## src/design/pudsd_pkg.sv

```systemverilog
package pudsd_pkg;

    localparam int STREAK_W   = 16;
    localparam int WINDOW_W   = 24;
    localparam int CFG_IDX_W  = 8;
    localparam int CFG_DATA_W = 24;

    localparam logic [STREAK_W-1:0] STREAK_MAX = 16'hFFFF;

    localparam logic [CFG_IDX_W-1:0] CFG_WINDOW_LIMIT   = 8'd0;
    localparam logic [CFG_IDX_W-1:0] CFG_DENY_THRESHOLD = 8'd1;

    localparam logic [WINDOW_W-1:0] WINDOW_RESET    = 24'd60;
    localparam logic [STREAK_W-1:0] THRESHOLD_RESET = 16'd5;

    typedef struct packed {
        logic        authenticated;
        logic [7:0]  user_slot;
        logic        denied;
        logic [63:0] event_time;
    } in_item_t;

    typedef struct packed {
        logic [STREAK_W-1:0] streak_now;
        logic                anomaly_now;
        logic                anomaly_mark;
    } out_item_t;

    typedef enum logic [1:0] {
        ST_CLEAR,
        ST_IDLE,
        ST_BUSY
    } state_t;

    typedef struct packed {
        logic capture;
        logic clr_write;
        logic update;
    } cmd_t;

    typedef struct packed {
        logic clear_done;
        logic out_free;
    } status_t;

endpackage

```

## src/design/pudsd_ctrl.sv

```systemverilog
module pudsd_ctrl (
    input  logic              clk,
    input  logic              rst_n,
    input  logic              in_valid,
    output logic              in_ready,
    input  pudsd_pkg::status_t status,
    output pudsd_pkg::cmd_t    cmd
);

    import pudsd_pkg::*;

    state_t state_reg;
    state_t state_next;

    always_ff @(posedge clk or negedge rst_n)
    begin
        if (!rst_n)
        begin
            state_reg <= ST_CLEAR;
        end
        else
        begin
            state_reg <= state_next;
        end
    end

    always_comb
    begin
        state_next    = state_reg;
        in_ready      = 1'b0;
        cmd.capture   = 1'b0;
        cmd.clr_write = 1'b0;
        cmd.update    = 1'b0;
        case (state_reg)
            ST_CLEAR:
            begin
                cmd.clr_write = 1'b1;
                if (status.clear_done)
                begin
                    state_next = ST_IDLE;
                end
            end
            ST_IDLE:
            begin
                in_ready = 1'b1;
                if (in_valid)
                begin
                    cmd.capture = 1'b1;
                    state_next  = ST_BUSY;
                end
            end
            ST_BUSY:
            begin
                if (status.out_free)
                begin
                    cmd.update = 1'b1;
                    state_next = ST_IDLE;
                end
            end
            default:
            begin
                state_next = ST_CLEAR;
            end
        endcase
    end

endmodule

```

## config.mk

```make
export PLATFORM = sky130hd
export DESIGN_NAME = pudsd_ctrl
export DESIGN_NICKNAME = d
export VERILOG_FILES = /design/src/design/pudsd_pkg.sv /design/src/design/pudsd_ctrl.sv
export SDC_FILE = /design/constraint.sdc
export NUM_CORES = 1
export LEC_CHECK = 0
export BUFFER_PORTS_ARGS = -buffer_cell sky130_fd_sc_hd__buf_4
export CAP_MARGIN = 20
export CELL_PAD_IN_SITES_DETAIL_PLACEMENT = 1
export CELL_PAD_IN_SITES_GLOBAL_PLACEMENT = 1
export CORE_AREA = 2 2 39 41
export DETAILED_ROUTE_END_ITERATION = 6
export DIE_AREA = 0 0 41 43
export PLACE_DENSITY = 0.43
export SYNTH_ARGS = -nofsm -noshare
export SYNTH_HDL_FRONTEND = slang
export SYNTH_SLANG_ARGS = --single-unit
```

## constraint.sdc

```tcl
create_clock -name clk -period 1.3 [get_ports clk]
set_clock_uncertainty 0.2 [all_clocks]
set_input_delay 0.065 -clock clk [delete_from_list [all_inputs] [get_ports clk]]
set_output_delay 0.065 -clock clk [all_outputs]
set_load 0.02 [all_outputs]
```

Word-level counts from Yosys, hierarchy flattened. Cells that the tools add are included.

Bits in registers: 2.

Eq/ne operators: 5. Reduce and logical (&&, ||, !) cells: 2. Multiplexer cells: 10.

Operators by type and width (number): $mux 1 (6); $mux 2 (3); $ne 2x2->1 const B (3); $pmux 2 s3 (1); $reduce_and 3->1 (1); $eq 2x1->1 const B (1); $eq 2x2->1 const B (1); $logic_not 2->1 (1).

Logic depth before layout (Yosys ltp). Gate-level depths: netlist of run 1.

Depth after elaboration: 3. Depth in mapped cells: 2. Depth with buffers taken out: 2.

Worst setup path before layout of run 1. Ideal clock, no wire load.

Path type: register -> register. Start: reg state_reg[0]. End: reg state_reg[1]. Arrival: 0.890 ns. Stages on the path, launching flop included: 3. Setup time: 0.124 ns. Path slack: 0.086 ns. Clock period less this slack: 1.214 ns. Buffers on the path: 0. Required time: 0.976 ns. Cell sequence: dfrtp_1 and3b_1 or2_1.

Longest elaborated chain between the ends: 3.

Ends and longest elaborated chain: from (decl) (line pudsd_ctrl.sv:12) `state_t state_reg;`; from (signal assigned) (line pudsd_ctrl.sv:23) `state_reg <= state_next;`; $eq 2x2->1, or another cell as far along (line pudsd_ctrl.sv:34) `case (state_reg)`; $ne 2x2->1 (no source line); $reduce_and 3->1 (no source line).

Several ways; a longest one is shown, not always the timed one. A chain may end at the register's enable or synchronous reset.

==> impl_metrics.ini, run 1 <==
[global_route]
grt_usage_pct = 6.22
grt_overflow = 0
grt_max_degree = 7
grt_pass1_vias = 153
antenna_found_initial = 0
grt_first_pass_wirelength_um = 641

[floorplanning]
core-area_um2 = 1380
dieWidth_um = 41
floorplan.rows = 14
start_util_pct = 8.32
ios = 9
dieArea_um2 = 1760
fp.dieH_um = 43

[timing]
finalSetupViolCount = 0
max_freq_mhz = 780
worst_pin_slew_ps = 118
grt_setup_unrepaired = yes
hold_violations = 0
drv_slew = 0
whs_ps = 42.2
fin_crit_ps = 1280
slew-limit-headroom_pct = 91.9
min_period_over_period_pct = 98.6

[yosys]
synth.distinct_cells = 10
syn_nets = 17
yosysWarnings = 0
avgSynthCellArea_um2 = 9.59
synth-seq-cells = 2
syn_area_um2 = 115
syn_inst = 12
ys_seq_area_share_pct = 43.5

[cts]
clkSinkCount = 2
path_clk_slew_ps = 30
cts_max_level = 1
clock_tree.root_cell = clkbuf_4
cts_tree = built
cts_buffers = 3
clock_path_buffers = 2
clk_latency_ps = 220

[drt]
avgViaCountPerCell = 3.36
vias = 148
drcViolationCount = 0
drt_first_iter_violations = 0
wirelength_um = 406
drt_first_pass_iters = 1
ant_nets = 0
wl_per_cell_um = 9.23

[hold_path]
hp-class = in -> reg

[placed_design]
io_buffers = 8
gp_congestion = 0.607

[flow_run]
maxCapViolCount = 0

[run_status]
status = complete, no violations

[final_layout]
nets = 35
largest_reg_flops = 2
mostFrequentLayoutCells = buf_4, dlygate4sd3_1, clkbuf_4
antennaDiodeCount = 0
utilization_pct = 20.2
final_common_cell = buf_4
drive_above_1_share_pct = 53.6
area_growth_pct = 142

[critical_path]
critical_path_class = reg -> out
critPathRequiredTime_ps = 1030
cp_max_fo = 6
start_kind = flop
arrival_ps = 1020
endpoint_kind = output port

[power]
peakVddDrop_uv = 639
p_leak_nw = 0.130
power_density_nw_per_um2 = 2120
-- critical path, cell delays in order (launching register included) --
cell and delay [ps]:
dfrtp_2 430, and3b_2 230, buf_6 130
-- layer usage --
layer | routed length (µm) | track usage, % | share of wire [%] | vias up
met4 | 0 | 6.00 | 0 | 0
met5 | 0 | 0 | 0 | -
met2 | 150 | 5.00 | 37 | 9
met3 | 42 | 6.81 | 10 | 0
met1 | 212 | 7.72 | 52 | 66
li1 | - | - | - | 73
-- synthesized netlist by cell type --
cell type,instances,area [µm²]
and2b_2,1,8.76
and3b_1,1,8.76
dfrtp_1,2,50.1
or2_1,1,6.26
nand2_1,1,3.75
inv_1,1,3.75
o2bb2ai_1,1,8.76
nor3b_1,1,7.51
mux2i_1,1,10.0
nor2_1,2,7.51
-- power breakdown --
group,internal (mW),switching (mW),total [mW]
logic,0.170,0.140,0.311
registers,0.0978,0.0418,0.140
clock network,0.102,0.0377,0.140
total,0.370,0.220,0.590
-- logic make-up after synthesis --
| logic type | synth area share, % |
|---|---|
| compound gates | 7.61 |
| mux | 8.70 |
| buf+inv | 3.26 |
| simple gates | 37.0 |
| flops | 43.5 |
-- per-stage QoR --
step                      std cells  power [mW]  setup slack, ps  cell area, µm²  setup TNS (ps)
final                            44       0.590             17.9             279               0
after global routing             44       0.636            -22.7             279           -24.7
after CTS                        45       0.581            0.560             280               0
after detailed placement         36       0.393              115             195               0
after global placement           36       0.383              163             195               0
after floorplan                  12       0.276             85.5             115               0
-- final cells by class --
cell class | count | area [µm²]
clock buffer | 3 | 22.5
fill | 167 | 1100
multi-input combinational | 9 | 62.6
timing repair buffer | 13 | 118
inverter | 1 | 3.75
tap | 16 | 20.0
sequential | 2 | 52.6
-- final timing paths --
check	endpoint	cells past startpoint	startpoint	slack [ps]
max	cmd[2]	2	state_reg[0]$_DFFE_PN0P_	20
min reg2reg	state_reg[0]$_DFFE_PN0P_	1	state_reg[0]$_DFFE_PN0P_	310
min in group asynchronous	state_reg[0]$_DFFE_PN0P_	3	rst_n	520
min	state_reg[1]$_DFFE_PN0P_	3	in_valid	40
max in group asynchronous	state_reg[1]$_DFFE_PN0P_	3	rst_n	240
max reg2reg	state_reg[1]$_DFFE_PN0P_	3	state_reg[1]$_DFFE_PN0P_	100
-- what timing repair did --
item / 4_1_cts / 5_1_grt
endpoints found under the hold margin: 3 / 0
buffers inserted: 1 / 0
setup endpoints to repair: 2 / 3
pin swaps: 0 / 1
hold buffers: 5 / 0
gates resized for setup: 2 / 3
Note: power is estimated with default switching activity, not from simulation.
==> run 2: changes to the inputs <==
==> constraint.sdc (replaced) <==
create_clock -name clk -period 1.3 [get_ports clk]
set_clock_uncertainty 0.2 [all_clocks]
set_input_delay 0.26 -clock clk [delete_from_list [all_inputs] [get_ports clk]]
set_output_delay 0.26 -clock clk [all_outputs]
set_load 0.02 [all_outputs]
==> run 2 against run 1 <==
The run now ends with negative setup slack left; critical path type unchanged; register-to-register slack barely moved; clock-buffer cell count is the same; setup slack lost 200 ps; largest power group unchanged.
==> impl_metrics.ini, run 2 (synthesized netlist as in run 1, its figures left out) <==
[global_route]
grt_overflow = 0
antenna_found_initial = 0
grt_usage_pct = 5.91
grt_max_degree = 7
grt_pass1_vias = 137
grt_first_pass_wirelength_um = 614

[timing]
drv_slew = 0
hold_violations = 0
worst_pin_slew_ps = 129
grt_setup_unrepaired = yes
finalSetupViolCount = 4
max_freq_mhz = 677
setup_ws_ps = -178
min_period_over_period_pct = 114
fin_crit_ps = 1480
slew-limit-headroom_pct = 91.1

[floorplanning]
fp.dieH_um = 43
start_util_pct = 8.32
floorplan.rows = 14
dieWidth_um = 41
dieArea_um2 = 1760
ios = 9
core-area_um2 = 1380

[hold_path]
hp-class = in -> reg
hold_path.startpoint = in_valid

[critical_path]
critical_path_class = reg -> out
reg2reg_depth = 2
endpoint_kind = output port
cp_max_fo = 6
r2r_slack_ps = 100
arrival_ps = 1020
critPathRequiredTime_ps = 840
cp-startpoint = state_reg[1]$_DFFE_PN0P_
r2r-start = state_reg[0]$_DFFE_PN0P_
crit_end = cmd[2]
reg2reg_to = state_reg[1]$_DFFE_PN0P_
start_kind = flop

[final_layout]
area_growth_pct = 114
nets = 32
drive_above_1_share_pct = 64.0
mostFrequentLayoutCells = buf_4, clkbuf_4, nor2_1, buf_6, dfrtp_2
antennaDiodeCount = 0
final_common_cell = buf_4
largest_reg_flops = 2
nFillCells = 168

[drt]
drt_first_pass_iters = 1
ant_nets = 0
avgViaCountPerCell = 3.15
wl_per_cell_um = 8.41
drcViolationCount = 0
drt_first_iter_violations = 0
vias = 129
wirelength_um = 345

[cts]
cts_max_level = 1
clk_latency_ps = 220
clkSinkCount = 2
clock_tree.root_cell = clkbuf_4
cts_tree = built
clock_path_buffers = 2
path_clk_slew_ps = 30
cts_buffers = 3

[placed_design]
gp_congestion = 0.603
place_ws_ps = 31.5
io_buffers = 8

[flow_run]
maxCapViolCount = 0

[power]
finalPower_uw = 581
p_leak_nw = 0.119
peakVddDrop_uv = 501
power_density_nw_per_um2 = 2360

[run_status]
violations = negative setup slack
status = complete, but fails checks
-- run 2: cell count changes in the layout (fill, tap and decap cells not counted) --
| cell | previous run | this run |
|---|---|---|
| buf_4 | 6 | 7 |
| dlygate4sd3_1 | 5 | 1 |
-- run 2: per-layer routing --
metal	global-route usage [%]	share of wire (%)	vias up
met3	5.76	15	0
met5	0	0	-
met4	6.00	0	0
met2	5.63	34	9
met1	6.71	51	53
li1	-	-	67
-- run 2: layout make-up --
class | instances | area (µm²) | area share (%)
sequential | 2 | 52.6 | 21.3
inverter | 1 | 3.75 | 1.52
timing repair buffer | 10 | 85.1 | 34.5
clock buffer | 3 | 22.5 | 9.14
tap | 16 | 20.0 | 8.12
multi-input combinational | 9 | 62.6 | 25.4
-- run 2: per-stage QoR --
step                      cell area, µm²  utilization [%]  std cells  hold slack (ps)  TNS [ps]
after floorplan                      115                -         12             -236         0
after CTS                            243             17.5         41              101      -636
after detailed placement             195             14.1         36             -155         0
final                                246             17.8         41              100      -513
after global routing                 246             17.8         41              125      -726
after global placement               195             14.1         36             -157         0
-- run 2: worst min-delay path by stage --
stage | endpoint | slack, ps | cells past startpoint
final | state_reg[0]$_DFFE_PN0P_ | 100 | 3
after global routing | state_reg[0]$_DFFE_PN0P_ | 130 | 3
after CTS | state_reg[0]$_DFFE_PN0P_ | 100 | 3
after detailed placement | state_reg[1]$_DFFE_PN0P_ | -150 | 1
after global placement | state_reg[1]$_DFFE_PN0P_ | -160 | 1
after floorplan | state_reg[0]$_DFFE_PN0P_ | -240 | 0
-- run 2: worst max-delay path, stage by stage, from the launching register on --
cell     delay [ps]
dfrtp_2         420
and3b_2         260
buf_6           110
-- run 2: what timing repair did --
action | 4_1_cts | 5_1_grt
endpoints found under the setup margin | 4 | 4
hold buffers | 1 | 0
gates resized for setup | 2 | 3
endpoints found under the hold margin | 2 | 0
buffers inserted | 1 | 0
-- run 2: power by group --
group	total, mW	internal, mW	switching (mW)	leakage [nW]
registers	0.143	0.0979	0.0447	0.0227
logic	0.304	0.168	0.136	0.0825
clock network	0.135	0.102	0.0329	0.0138
total	0.581	0.368	0.214	0.119
